`config.mk`:
```
export PLATFORM = sky130hd
export DESIGN_NAME = jti_ram
export DESIGN_NICKNAME = d
export VERILOG_FILES = /design/src/rtl/core/joint_trajectory_interpolator_assert.svh /design/src/rtl/core/jti_ram.sv
export SDC_FILE = /design/constraint.sdc
export NUM_CORES = 2
export LEC_CHECK = 0
export ABC_CLOCK_PERIOD_IN_PS = 4900
export BUFFER_PORTS_ARGS = -buffer_cell sky130_fd_sc_hd__buf_2
export CAP_MARGIN = 20
export CORE_MARGIN = 4
export CORE_UTILIZATION = 31
export CTS_BUF_LIST = sky130_fd_sc_hd__clkbuf_4
export DETAILED_ROUTE_END_ITERATION = 8
export HOLD_SLACK_MARGIN = 0.12
export SKIP_LAST_GASP = 1
export SLEW_MARGIN = 20
export SYNTH_ARGS = -nofsm -noshare
export SYNTH_HDL_FRONTEND = slang
export SYNTH_SLANG_ARGS = --single-unit
export TNS_END_PERCENT = 5
```
`constraint.sdc`:
```
create_clock -name clk_i -period 4.9 [get_ports clk_i]
set_clock_uncertainty 0.2 [all_clocks]
set_input_delay 1.47 -clock clk_i [delete_from_list [all_inputs] [get_ports clk_i]]
set_output_delay 1.47 -clock clk_i [all_outputs]
set_load 0.02 [all_outputs]
```
`src/rtl/core/joint_trajectory_interpolator_assert.svh`:
```
// Assertion macros shared by the interpolator RTL.
// Depends on clk_i and rst_ni being visible in the module that expands them.
`ifndef JOINT_TRAJECTORY_INTERPOLATOR_ASSERT_SVH
`define JOINT_TRAJECTORY_INTERPOLATOR_ASSERT_SVH

// Consequent must hold in the same cycle as the antecedent.
`define JTI_ASSERT_NOW(lbl, ante, cons, msg) \
  lbl: assert property (@(posedge clk_i) disable iff (!rst_ni) (ante) |-> (cons)) \
    else $error(msg);

// Consequent must hold in the cycle after the antecedent.
`define JTI_ASSERT_NEXT(lbl, ante, cons, msg) \
  lbl: assert property (@(posedge clk_i) disable iff (!rst_ni) (ante) |=> (cons)) \
    else $error(msg);

`endif

```
`src/rtl/core/jti_ram.sv`:
```
// Generic single-write, single-read synchronous RAM with a registered read port.
// Standalone; no package needed.
module jti_ram #(
  parameter int unsigned WIDTH = 32,
  parameter int unsigned DEPTH = 64
) (
  input  logic                     clk_i,
  input  logic                     we_i,
  input  logic [$clog2(DEPTH)-1:0] waddr_i,
  input  logic [WIDTH-1:0]         wdata_i,
  input  logic [$clog2(DEPTH)-1:0] raddr_i,
  output logic [WIDTH-1:0]         rdata_o
);

  logic [WIDTH-1:0] mem_q [DEPTH];
  logic [WIDTH-1:0] rdata_q;

  always_ff @(posedge clk_i) begin
    if (we_i) begin
      mem_q[waddr_i] <= wdata_i;
    end
    rdata_q <= mem_q[raddr_i];
  end

  assign rdata_o = rdata_q;

endmodule

```
### Word-level counts from Yosys, hierarchy flattened

Memories as Yosys holds them, arrays and structs flattened. A register that Yosys moved wholly into a read port is not among the register bits.
Cells that the tools add are included.

* bits in registers: 0
* RAM bits: 2048
* input port bits: 46
* logic and storage cells: 3
* memories: 1

Memories
* mem_q: depth 64, bits a word 32, rd ports 1, clocked after memory_dff 1, write ports 1, RTL line jti_ram.sv:15 `logic [WIDTH-1:0] mem_q [DEPTH];`

* muxes and demuxes: 2

Operators by type and width (number)
* $mux 1: 2

### Logic depth before layout (Yosys ltp)

* depth after elaboration: 2
* depth in mapped cells: 10
* gate-level depth less buffers: 5

### Worst setup path before layout

No wires, ideal clock.

* kind: in2reg
* start point: input port waddr_i[3]
* end point: memory mem_q[48][0], enable pin
* data arrival time: 4.169 ns
* path slack: 0.070 ns
* stages: 4
* path buffers: 1
* cell sequence: clkbuf_1 nor2b_1 nand4b_1 nor3_1

RTL lines
* start: declaration: RTL line jti_ram.sv:9 `input logic [$clog2(DEPTH)-1:0] waddr_i,`
* end: declaration: RTL line jti_ram.sv:15

Straight into the memory's write port.

### Worst setup path after layout

* start point: register rdata_q[7], in the netlist rdata_o[7], read port of mem_q
* end point: output port rdata_o[7]

RTL lines
* start: declaration: RTL line jti_ram.sv:16 `logic [WIDTH-1:0] rdata_q;`
* end: declaration: RTL line jti_ram.sv:12 `output logic [WIDTH-1:0] rdata_o`

No word-level cell between the ends.

==> reports/metrics.cfg <==
[worst_hold_path]
hold_path_end=rdata_o[0]
hold_depth=3
hp-class=input pin to flop
min_from=raddr_i[4]

[synth]
syn_area_sq_um=78500
yosysWarnings=0
ys_async_sr_fraction_pct=0
synth_cell_types=34
syn_area_per_cell_sq_um=23.6
syn_inst=3324
ys_seq_elements=2080
synth_top_area_cell=edfxtp_1
synth_area_leaders=edfxtp_1, mux4_2, mux2i_1
synth_fp_nets=3370
yosysSeqAreaShare_pct=79.1
synth.top_cell.area_share_pct=78.3
synth-edff-count=2048
synth-main-ff-cell=edfxtp_1

[floorplanning]
fp.dieH_um=511
num_rows=184
start_util_pct=31.2
core_sq_um=252000
pin_count=78
fp.dieArea_sq_um=261000
die_w_um=511

[worst_setup_path]
end_kind=output pin
critPathKind=flop to output pin
slowest_stage=dfxtp_1
critPathLaunchType=flop
reg2reg_to=rdata_o[30]
r2r_cells=4
cp.required_ns=3.23
path_delay_family=flip-flops
path_cells=buf_2
path_max_fanout=2
cp.arrival_ns=2.38
r2r-start=mem_q[31][30]
r2r_slack_ns=2.28
critPathMaxStageDelay_ns=0.71
critPathBufInv=1

[timing]
slew_headroom_pct=29.7
post-route-period-util_pct=82.6
rsz0062_at_grt=no
period_needed_ns=4.05
clock.fmax_ghz=0.247
final-max-slew-violation-count=0
fin_tns_setup_ns=0
timing.hold.ws_ns=0.484
tightest_slew_ns=1.05
setup_viol=0
hold_viol=0

[detailed_routing]
routed_wl_mm=210
wl_per_cell_um=27.2
drt_drc_violations_left=0
drtAntennaViolNets=0
via_count=39025
drtIter0Drc=4149
vias_per_cell=5.06
drt_pre_antenna_iters=6

[final_layout]
area_delta_synth_final_pct=16.8
fillers=22936
nNetsFinal=4041
post-route-util_pct=36.4
final_area_sq_um=91700
layout-drive-gt1-share_pct=39.8

[cts]
root_buffer=clkbuf_4
cts.sinks=2080
post_cts_buffers=0
clock_latency_ns=1.34
htreeDepth=6
cts_buffer_depth=4
hold_buffers=0
tritoncts=done
clk_pin_slew_ns=0.07
post_cts_resized=0
cts_buffers=543

[global_routing]
antenna_found_initial=24
grt_overflow=0
grt_max_degree=65
first_global_vias=40919
grt_use_total_pct=15.8
grt_pass1_wl_mm=296

[placed_design]
gp_congestion=0.799
dpl-instance-area_sq_um=85100
place.port_buffers=77
place_hpwl_mm=120

[power]
p_leak_uw=0.0289
power_density_nw_per_um2=393
ir_drop_mv=0.240

[outcome]
status=finished, final reports clean

[flow_run]
maxCapViolations=0

[worst min-delay path: stages]
cell and delay (ns):
buf_2 0.23, a21oi_1 0.19, nor2_1 0.06
[Yosys cell counts (25+ instances only)]
library cell	number
a21oi_1	62
buf_2	57
buf_4	25
clkbuf_1	74
dfxtp_1	32
edfxtp_1	2048
mux2i_1	93
mux4_2	544
nand2_1	26
nor2_1	137
o221ai_1	27
o22ai_1	84
[logic make-up after synthesis]
logic type / count (synthesis) / share of synthesized area [%]
AO/OA/AOI/OAI: 202 / 1.67
buffers and inverters: 182 / 1.13
flip-flops: 2080 / 79.1
multiplexers: 637 / 16.8
AND/OR/NAND/NOR: 223 / 1.27
[layout make-up]
type                            count  area [sq um]  area share (%)
Sequential cell                  2080         62100            67.8
Clock buffer                      775          5820            6.34
Tap cell                         3348          4190            4.57
Timing Repair Buffer              308          2890            3.15
Clock inverter                    124           656           0.715
Multi-Input combinational cell   1062         16000            17.4
Antenna cell                       15          37.5          0.0409
[stage by stage]
step | std cells | total power (uW) | setup WS (ns)
after floorplan | 3324 | 21100 | 0.0702
after global placement | 6798 | 22100 | 0.0663
after detailed placement | 6798 | 22100 | 0.0979
after CTS | 7697 | 36500 | 0.724
after global routing | 7707 | 37600 | 0.808
final | 7712 | 36100 | 0.854
[worst max-delay path by stage]
stage                          start           end  slack [ns]  cells after the start
after global routing      rdata_o[7]    rdata_o[7]        0.81                      1
after CTS                 rdata_o[7]    rdata_o[7]        0.72                      1
after floorplan           waddr_i[3]  mem_q[48][0]        0.07                      4
after detailed placement  raddr_i[1]   rdata_o[30]         0.1                      7
final                     rdata_o[7]    rdata_o[7]        0.85                      1
after global placement    raddr_i[1]   rdata_o[30]        0.07                      7
[per-layer routing]
layer	part of all wire, %	global-route usage (%)
met1	39	20.4
met2	49	25.9
met3	8.2	3.93
met4	3.2	5.89
met5	0.011	0
[power breakdown]
| part | switching, uW | internal, uW |
|---|---|---|
| combinational | 1190 | 723 |
| sequential | 88.7 | 19700 |
| clock | 6810 | 7550 |
| total | 8090 | 28000 |
[sequential cells by signal, summed over array words and instances, names as in the netlist]
| name | flops |
|---|---|
| mem_q | 2048 |
| rdata_o | 32 |
[layout by cell type (no fill, tap or decap), drive strengths merged, types with 6 or more instances in the layout]
cell type,count
o22ai,84
clkbuf,775
dfxtp,32
nand2b,8
mux2i,93
nor2,137
nor2b,15
nor3,7
a311oi,8
bufinv,6
buf,308
a21oi,62
o221ai,27
inv,11
edfxtp,2048
mux4,544
clkinv,105
nand2,26
a22oi,12
diode,15
No activity file was read; power rests on OpenSTA's default activity.
