===== src/rtl/core/joint_trajectory_interpolator_assert.svh =====
// Assertion macros shared by the interpolator RTL.
// Depends on clk_i and rst_ni being visible in the module that expands them.
`ifndef JOINT_TRAJECTORY_INTERPOLATOR_ASSERT_SVH
`define JOINT_TRAJECTORY_INTERPOLATOR_ASSERT_SVH

// Consequent must hold in the same cycle as the antecedent.
`define JTI_ASSERT_NOW(lbl, ante, cons, msg) \
  lbl: assert property (@(posedge clk_i) disable iff (!rst_ni) (ante) |-> (cons)) \
    else $error(msg);

// Consequent must hold in the cycle after the antecedent.
`define JTI_ASSERT_NEXT(lbl, ante, cons, msg) \
  lbl: assert property (@(posedge clk_i) disable iff (!rst_ni) (ante) |=> (cons)) \
    else $error(msg);

`endif


===== src/rtl/core/jti_pkg.sv =====
// Package for the joint trajectory interpolator: field widths, codes and payload types.
// Used by the top level and jti_div; depends on nothing.
package jti_pkg;

  localparam int unsigned MAX_POINTS_DEF  = 64;
  localparam int unsigned JOINT_COUNT_DEF = 7;
  localparam int unsigned PORT_JOINTS     = 7;

  localparam int unsigned POS_W    = 20;
  localparam int unsigned TIME_W   = 32;
  localparam int unsigned PERIOD_W = 20;
  localparam int unsigned COUNT_W  = 7;
  localparam int unsigned IDX_W    = 6;
  localparam int unsigned CFG_IDX_W  = 2;
  localparam int unsigned CFG_DATA_W = 20;

  // Magnitude of a step never exceeds the joint delta, so 21 quotient bits suffice.
  localparam int unsigned MAG_W    = POS_W + 1;
  localparam int unsigned DIV_BITS = MAG_W;
  localparam int unsigned PROD_W   = MAG_W + PERIOD_W;

  localparam logic [1:0] KIND_LOAD  = 2'd0;
  localparam logic [1:0] KIND_START = 2'd1;
  localparam logic [1:0] KIND_TICK  = 2'd2;

  localparam logic [1:0] STAT_STARTED  = 2'd0;
  localparam logic [1:0] STAT_MOVING   = 2'd1;
  localparam logic [1:0] STAT_FINISHED = 2'd2;
  localparam logic [1:0] STAT_ABORTED  = 2'd3;

  localparam logic [CFG_IDX_W-1:0] REG_TICK_PERIOD = 2'd0;
  localparam logic [CFG_IDX_W-1:0] REG_POINT_COUNT = 2'd1;

  typedef struct packed {
    logic [1:0]              kind;
    logic [IDX_W-1:0]        point_index;
    logic [TIME_W-1:0]       point_time_us;
    logic signed [POS_W-1:0] joint_0;
    logic signed [POS_W-1:0] joint_1;
    logic signed [POS_W-1:0] joint_2;
    logic signed [POS_W-1:0] joint_3;
    logic signed [POS_W-1:0] joint_4;
    logic signed [POS_W-1:0] joint_5;
    logic signed [POS_W-1:0] joint_6;
  } in_t;

  typedef struct packed {
    logic signed [POS_W-1:0] cmd_joint_0;
    logic signed [POS_W-1:0] cmd_joint_1;
    logic signed [POS_W-1:0] cmd_joint_2;
    logic signed [POS_W-1:0] cmd_joint_3;
    logic signed [POS_W-1:0] cmd_joint_4;
    logic signed [POS_W-1:0] cmd_joint_5;
    logic signed [POS_W-1:0] cmd_joint_6;
    logic [1:0]              status;
    logic [IDX_W-1:0]        segment;
  } out_t;

  typedef struct packed {
    logic                  start;
    logic [MAG_W-1:0]      mag;
    logic [PERIOD_W-1:0]   period;
    logic [TIME_W-1:0]     dt;
  } div_req_t;

  typedef struct packed {
    logic             done;
    logic [MAG_W-1:0] quo;
  } div_rsp_t;

endpackage


===== src/rtl/core/jti_div.sv =====
// Step divider: registered multiply of delta magnitude by the period, then a
// restoring division by the time left, one quotient bit per cycle. Uses jti_pkg.
module jti_div (
  input  logic              clk_i,
  input  logic              rst_ni,
  input  jti_pkg::div_req_t req_i,
  output jti_pkg::div_rsp_t rsp_o
);

  localparam int unsigned CNT_W = $clog2(jti_pkg::DIV_BITS);
  localparam int unsigned HI_W  = jti_pkg::PROD_W - jti_pkg::DIV_BITS;

  logic                           busy_q, load_q, done_q;
  logic [CNT_W-1:0]               cnt_q;
  logic [jti_pkg::PROD_W-1:0]     prod_q;
  logic [jti_pkg::TIME_W-1:0]     dt_q, rem_q;
  logic [jti_pkg::DIV_BITS-1:0]   lo_q;
  logic [jti_pkg::MAG_W-1:0]      quo_q;
  logic [jti_pkg::TIME_W:0]       trial;
  logic                           fits;

  assign trial = {rem_q, lo_q[jti_pkg::DIV_BITS-1]};
  assign fits  = trial >= {1'b0, dt_q};

  always_ff @(posedge clk_i or negedge rst_ni) begin
    if (!rst_ni) begin
      busy_q <= 1'b0;
      load_q <= 1'b0;
      done_q <= 1'b0;
      cnt_q  <= '0;
    end else begin
      done_q <= 1'b0;
      if (req_i.start) begin
        busy_q <= 1'b1;
        load_q <= 1'b1;
      end else if (load_q) begin
        load_q <= 1'b0;
        cnt_q  <= '0;
      end else if (busy_q) begin
        cnt_q <= cnt_q + CNT_W'(1);
        if (cnt_q == CNT_W'(jti_pkg::DIV_BITS - 1)) begin
          busy_q <= 1'b0;
          done_q <= 1'b1;
        end
      end
    end
  end

  always_ff @(posedge clk_i) begin
    if (req_i.start) begin
      prod_q <= jti_pkg::PROD_W'(req_i.mag) * jti_pkg::PROD_W'(req_i.period);
      dt_q   <= req_i.dt;
    end else if (load_q) begin
      // The quotient fits in DIV_BITS, so the upper part is already below dt.
      rem_q <= jti_pkg::TIME_W'(prod_q[jti_pkg::PROD_W-1 -: HI_W]);
      lo_q  <= prod_q[jti_pkg::DIV_BITS-1:0];
      quo_q <= '0;
    end else if (busy_q) begin
      rem_q <= fits ? jti_pkg::TIME_W'(trial - {1'b0, dt_q}) : trial[jti_pkg::TIME_W-1:0];
      lo_q  <= {lo_q[jti_pkg::DIV_BITS-2:0], 1'b0};
      quo_q <= {quo_q[jti_pkg::MAG_W-2:0], fits};
    end
  end

  assign rsp_o.done = done_q;
  assign rsp_o.quo  = quo_q;

endmodule

===== config.mk =====
export PLATFORM = sky130hd
export DESIGN_NAME = jti_div
export DESIGN_NICKNAME = d
export VERILOG_FILES = /design/src/rtl/core/joint_trajectory_interpolator_assert.svh /design/src/rtl/core/jti_pkg.sv /design/src/rtl/core/jti_div.sv
export SDC_FILE = /design/constraint.sdc
export NUM_CORES = 1
export LEC_CHECK = 0
export BUFFER_PORTS_ARGS = -buffer_cell sky130_fd_sc_hd__buf_2
export CORE_MARGIN = 5
export CORE_UTILIZATION = 30
export DETAILED_ROUTE_END_ITERATION = 7
export PLACE_DENSITY = 0.56
export SYNTH_ARGS = -nofsm -noshare
export SYNTH_HDL_FRONTEND = slang
export SYNTH_SLANG_ARGS = --single-unit

===== constraint.sdc =====
create_clock -name clk_i -period 4.3 [get_ports clk_i]
set_input_delay 0.645 -clock clk_i [delete_from_list [all_inputs] [get_ports clk_i]]
set_output_delay 0.645 -clock clk_i [all_outputs]
set_load 0.02 [all_outputs]

== Word level (Yosys, flattened, before mapping) ==
Cells that the tools add are included.
Widths: inputs -> output; s select.

* Flip-flop bits (word level): 155
* Output and inout port bits: 22

* $mul: 1
* $add $sub $neg: 2
* Equality and inequality tests: 2
* $lt $le $gt $ge: 1
* Bitwise gates (word level): 1
* Multiplexer cells: 17
* Reduce and logical (&&, ||, !) cells: 2

{| class="wikitable"
|+ Operators with widths
! cell !! count
|-
| $mux 32 || 2
|-
| $mux 21 || 3
|-
| $mul 21x20->41 || 1
|-
| $ge 33x32->1 || 1
|-
| $sub 32x32->32 || 1
|-
| $mux 20 || 1
|-
| $mux 5 || 2
|-
| $mux 1 || 9
|-
| $add 5x1->5 const B || 1
|-
| $eq 5x5->1 const B || 1
|-
| $ne 2x2->1 const B || 1
|-
| $reduce_and 2->1 || 1
|-
| $reduce_bool 2->1 || 1
|-
| $not 1->1 || 1
|}

== Longest topological paths before layout ==
Gate-level depths: netlist of the first run.

* Depth after elaboration: 5
* Gate-level depth with buffers: 27
* Mapped depth without buffers: 25

== Worst setup path after synthesis of the first run ==
No wires, ideal clock.

* Kind: input to register
* From: input port req_i[48] (netlist bit)
* To: register prod_q[37] (netlist bit) (data pin)
* Data required time: 4.041 ns
* Slack: -2.806 ns
* Stages: 23
* Path buffers: 2
* Data arrival time: 6.847 ns
* Path through: clkbuf_1 -> nand2_1 -> fa_1 -> inv_1 -> fa_1 -> fa_1 -> fa_1 -> fa_1 -> fa_1 -> inv_1 -> fa_1 -> inv_1 -> ha_1 -> clkbuf_1 -> a21oi_1 -> o21ai_0 -> a21oi_1 -> o21ai_0 -> o41a_1 -> a2111oi_4 -> o21bai_1 -> a21oi_2 -> xnor2_1

* Word-level cells in the longest chain between the ends: 1

{| class="wikitable"
|+ Ends and longest elaborated chain
! what !! line !! text
|-
| from (decl) || jti_div.sv:6 || <nowiki>input jti_pkg::div_req_t req_i,</nowiki>
|-
| $mul 21x20->41 || jti_div.sv:51 || <nowiki>prod_q <= jti_pkg::PROD_W'(req_i.mag) * jti_pkg::PROD_W'(req_i.period);</nowiki>
|-
| to (signal assigned) || jti_div.sv:51 ||
|-
| to (decl) || jti_div.sv:15 || <nowiki>logic [jti_pkg::PROD_W-1:0] prod_q;</nowiki>
|}

No other way between the ends.
A chain may end at the register's enable or synchronous reset.

== Final worst setup path of the first run ==
* From: input port req_i[60] (netlist bit)
* To: register prod_q[37] (netlist bit) (data pin)

The elaborated chain is that of the path after synthesis.

==> impl_metrics.yaml, run 1 <==
grt:
  antenna_found_initial: 0
  grt_max_degree: 72
  grt_pass1_vias: 17200
  grt_overflow: 0
  grt_usage_pct: 14.3
  grt_pass1_wl_mm: 90.7
setup_path:
  crit_required_ns: 4.49
  cp-start-kind: "input port"
  end_kind: "flip-flop"
  critPathMaxStageDelay_ns: 0.54
  crit_chain: "buf_8, and2_4, fa_1, fa_1, inv_2, fa_1, inv_1, fa_1, inv_1, fa_1, inv_1, fa_1, fa_1, ha_4, a21oi_4, o21ai_2, a2111oi_4, a2111oi_4, o41a_1, a2111oi_4, o21bai_1, a21oi_2, xnor2_1"
  cp_common_cell: "fa_1"
  critical-path-top-delay-family: "adder cells"
  cpMaxStageDelayCell: "fa_1"
  crit_buf_inv: 5
  critical_path_class: "in -> reg"
  path_max_fanout: 4
  arrival_ns: 6.71
clock_tree:
  htreeDepth: 4
  cts_tree: "done"
  clk_pin_slew_ns: 0.07
  tritoncts.num_buffers: 17
  cts_max_path_buffers: 2
  clock_sinks: 155
  holdBufCountCts: 0
  clk_latency_ns: 0.43
  cts_root_buffer: "clkbuf_16"
drt:
  drt_iter0_markers: 683
  via_per_inst: 4.58
  ant_nets: 0
  vias: 15700
  drc: 0
  wl_per_cell_um: 15.9
  finalWirelength_mm: 54.4
  first_pass_iters: 5
hold_path:
  hold_class: "in -> async"
sta:
  slew_headroom_pct: 38.9
  finalCritPeriodShare_pct: 152
  fin_crit_ns: 6.52
  report.final.slew_viol_count: 0
  skew_ns: 0.0116
  hold_viol: 0
  timing.final.ws_setup_ns: -2.22
  worst_pin_slew_ns: 0.917
  rsz0062_at_grt: "true"
  fmax_mhz: 153
  setup_viol: 34
synth:
  yosys_warnings: 0
  syn_avg_cell_area_um2: 9.85
  synth_cells: 2180
  synthDistinctLibCells: 69
  synth-compound-area-share_pct: 7.41
  synth_fa_ha_area_share_pct: 42.4
  synth_xor_area_share_pct: 2.69
  synth_flop_cell: "edfxtp_1"
  seq_area_frac_synth_pct: 21.5
  synthSimpleGateAreaFrac_pct: 15.0
  netlist_top_cells_area: "fa_1 32%, edfxtp_1 21%, ha_1 11%"
  netlist.top_cell.by_area: "fa_1"
  synth_top_family_by_area: "adder cells"
  synthMuxAreaShare_pct: 1.72
  async_flop_share_pct: 5.16
  synth_edf_count: 147
  synth_top_area_share_pct: 31.6
  synth_area_um2: 21500
  synth-seq-cells: 155
  synth_nets: 2780
die:
  dieArea_um2: 77000
  num_rows: 98
  coreArea_um2: 71200
  ioPinCount: 98
  die_y_um: 278
  start_util_pct: 30.1
  fp.dieW_um: 278
placed_design:
  finalWeightedCongestion: 0.872
  port-buffer-count: 97
  placed_cells: 3366
  dpl.hpwl_mm: 45.3
finish:
  area_growth_pct: 24.6
  fin_cells: 3424
  multi_input_area_um2: 15800
  final-seq-area_um2: 4620
  fillers: 7029
  mostFrequentLayoutCells: "394 x inv_1, 319 x fa_1, 259 x nand2_1, 228 x buf_4, 182 x and2_1"
  num_antenna_cells: 0
  final_nets: 3061
  drive_gt1_share_pct: 25.1
  final_common_cell: "inv_1"
status:
  outcome: "finished with violations"
  violations: "negative setup slack"
run:
  cap_violations: 0
-- routing by layer --
layer  GRT usage (%)  up-vias  part of all wire, %
li1                -     7427                    -
met1            20.1     7851                   47
met2            23.9      328                   48
met3            1.31       62                  3.9
met4            3.45        0                  1.8
met5               0        -                    0
-- cells by family after synthesis --
family / after synthesis
AOI/OAI and AO/OA: 227
xor gates and xnor gates: 66
adders and majority gates: 524
buffers and inverters: 532
DFF: 155
muxes: 34
and+or+nand+nor: 642
-- flip-flops by register name, indices dropped and copies added (netlist names) --
signal / flops
quo_q: 21
done_q: 1
load_q: 1
lo_q: 21
rem_q: 32
prod_q: 41
busy_q: 1
cnt_q: 5
dt_q: 32
-- synth_stat cells (23+ instances only) --
cell type,instances
clkbuf_1,106
fa_1,339
o21ai_0,28
mux2_2,23
nor2b_1,29
xnor2_1,43
edfxtp_1,147
ha_1,185
a21oi_1,66
a21o_1,29
nand2_1,267
nand3_1,32
xor2_1,23
inv_1,421
nor2_1,40
and2_1,215
-- stage by stage --
step	setup TNS [ns]	setup slack (ns)	instance area (um^2)	utilization, %	hold WS [ns]
floorplan	-57.45	-2.52	22000	-	0.349
global placement	-75.94	-2.88	25000	35.1	0.487
detailed placement	-77.34	-2.93	25000	35.1	0.498
CTS	-53.69	-2.29	26500	37.1	0.0397
global route	-58.45	-2.40	26800	37.6	0.0489
finish	-53.17	-2.22	26800	37.6	0.0569
-- layout make-up --
class	instances	share of cell area, %
clock buffer	19	1.62
clock inverter	13	0.411
inverter	422	5.92
multi-input combinational	1493	58.9
sequential	155	17.2
tap	950	4.44
timing repair buffer	372	11.5
-- path summary, 6_finish.rpt --
check | start | slack, ns | cells after the start | endpoint
max in group asynchronous | rst_ni | 4.05 | 1 | load_q
min reg2reg | busy_q | 0.51 | 1 | busy_q
min in group clk_i | req_i[0] | 0.39 | 1 | dt_q[0]
min | rst_ni | 0.06 | 1 | done_q
max | req_i[60] | -2.22 | 23 | prod_q[37]
max reg2reg | dt_q[1] | 0.84 | 12 | rem_q[22]
-- repair_timing --
action	in CTS	in global routing
endpoints found under the setup margin	35	35
cloned	2	0
buffers inserted	22	10
gates resized for setup	173	75
pin swaps	96	65
Power of run 1 is left out: the tool's default activity adds up to more than one toggle a clock period on the data nets, which glitch-free logic cannot reach.
==> run 2, diff against run 1 <==
BUFFER_PORTS_ARGS = -buffer_cell sky130_fd_sc_hd__buf_4   (was -buffer_cell sky130_fd_sc_hd__buf_2)
==> run 2 against run 1 <==
  * The run still ends with negative setup slack left
  * Non-clock buffer count is 22 higher
  * Worst setup slack worse by 0.090 ns
  * Critical path depth stayed put
  * Worst hold slack worse by 0.039 ns
  * Clock skew hardly changed
  * Count of clock-buffer cells in the layout is 2 lower
  * Maximum frequency is 1.4% lower
  * Global-route usage hardly changed
  * First-iteration DRC count is 7.3% higher
  * Largest cell class unchanged
  * Via count is 0.69% higher
  * Sequential share of layout area is 0.18 points lower
  * Final area is 1.0% higher
==> impl_metrics.yaml, run 2 (synthesized netlist as in run 1, its figures left out) <==
sta:
  worst_pin_slew_ns: 0.875
  report.final.slew_viol_count: 0
  hold_viol: 0
  skew_ns: 0.0119
  timing.final.ws_setup_ns: -2.31
  tns_ns: -57.95
  slew_headroom_pct: 41.6
  setup_viol: 35
  rsz0062_at_grt: "true"
  fin_crit_ns: 6.61
  fmax_mhz: 151
  finalCritPeriodShare_pct: 154
drt:
  met3WireLength_mm: 2.34
  wl_met2_mm: 26.3
  wl_per_cell_um: 15.9
  drt_iter0_markers: 733
  vias: 15800
  finalWirelength_mm: 54.8
  first_pass_iters: 5
  drc: 0
  top_layer: "met4"
  ant_nets: 0
  wl_met1_mm: 25.4
  via_per_inst: 4.58
status:
  violations: "negative setup slack"
  outcome: "finished with violations"
clock_tree:
  cts_root_buffer: "clkbuf_16"
  clk_latency_ns: 0.44
  cts_tree: "done"
  htreeDepth: 4
  clock_sinks: 155
  cts_max_path_buffers: 2
  holdBufCountCts: 0
  clk_pin_slew_ns: 0.07
  tritoncts.num_buffers: 17
finish:
  drive_gt1_share_pct: 24.8
  regMostFlops: "prod_q"
  largest_reg_flops: 41
  num_antenna_cells: 0
  mostFrequentLayoutCells: "404 x inv_1, 326 x buf_4, 320 x fa_1, 259 x nand2_1, 192 x and2_1"
  reg_top3: "prod_q (41), dt_q (32), rem_q (32)"
  area_growth_pct: 25.9
  fin_area_um2: 27000
  final_common_cell: "inv_1"
  final_nets: 3083
grt:
  antenna_found_initial: 0
  grt_usage_pct: 14.3
  grt_pass1_wl_mm: 90.5
  grt_max_degree: 73
  grt_pass1_vias: 17100
  grt_overflow: 0
setup_path:
  critical-path-top-delay-family: "adder cells"
  critPathMaxStageDelay_ns: 0.54
  arrival_ns: 6.80
  cpMaxStageDelayCell: "fa_1"
  critical_path_class: "in -> reg"
  cp-start-kind: "input port"
  crit_required_ns: 4.49
  crit_chain: "buf_8, and2_4, fa_1, fa_1, inv_2, fa_1, inv_1, fa_1, inv_1, fa_1, inv_1, fa_1, fa_1, ha_4, a21oi_2, o21ai_2, a2111oi_4, a2111oi_2, o41a_1, a2111oi_4, o21bai_1, a21oi_2, xnor2_1"
  cp_common_cell: "fa_1"
  crit_buf_inv: 5
  path_max_fanout: 4
  end_kind: "flip-flop"
hold_path:
  hold_class: "in -> async"
die:
  die_y_um: 278
  start_util_pct: 30.1
  ioPinCount: 98
  coreArea_um2: 71200
  num_rows: 98
  fp.dieW_um: 278
  dieArea_um2: 77000
placed_design:
  port-buffer-count: 97
  dpl.hpwl_mm: 45.3
  place_area_um2: 25300
  finalWeightedCongestion: 0.871
  detailedPlace.worstSlack_ns: -2.95
run:
  cap_violations: 0
run 2: cell types whose count changed in the layout (fill, tap and decap cells not counted), sizes merged:
cell / previous run / this run
buf: 367 / 393
clkbuf: 23 / 17
bufinv: 0 / 2
clkinvlp: 5 / 3
clkinv: 3 / 4
inv: 427 / 428
run 2: layer usage:
metal	global-route usage (%)	vias up
met2	23.8	292
met1	20.1	7965
li1	-	7472
met5	0	-
met4	2.77	0
met3	1.84	47
run 2: path summary, 6_finish.rpt:
path,slack (ns),cells after the start,endpoint,from
hold reg to reg,0.51,1,busy_q,busy_q
setup / recovery,-2.31,23,prod_q[37],req_i[60]
max in group asynchronous,4.14,1,load_q,rst_ni
min in group clk_i,0.38,1,dt_q[4],req_i[4]
hold / removal,0.02,1,cnt_q[3],rst_ni
setup reg to reg,1.03,12,rem_q[13],dt_q[3]
run 2: metrics by stage:
stage,hold WS [ns],instances,util [%]
CTS,0.00443,3439,37.6
floorplan,0.349,2180,-
global placement,0.475,3378,35.5
global route,0.00984,3446,37.9
detailed placement,0.481,3378,35.5
finish,0.0183,3446,37.9
run 2: timing repair:
action	CTS	global route
resized for setup	144	41
pin swaps	85	44
setup buffers	31	9
setup endpoints to repair	35	36
gates cloned	1	0
run 2: layout make-up:
| type | instances | area, um^2 |
|---|---|---|
| Tap cell | 950 | 1190 |
| Timing Repair Buffer | 394 | 3400 |
| Multi-Input combinational cell | 1493 | 15700 |
| Clock inverter | 15 | 161 |
| Sequential cell | 155 | 4620 |
| Inverter | 422 | 1580 |
| Fill cell | 7009 | 44200 |
| Clock buffer | 17 | 425 |
Power of run 2 is left out for the same reason.
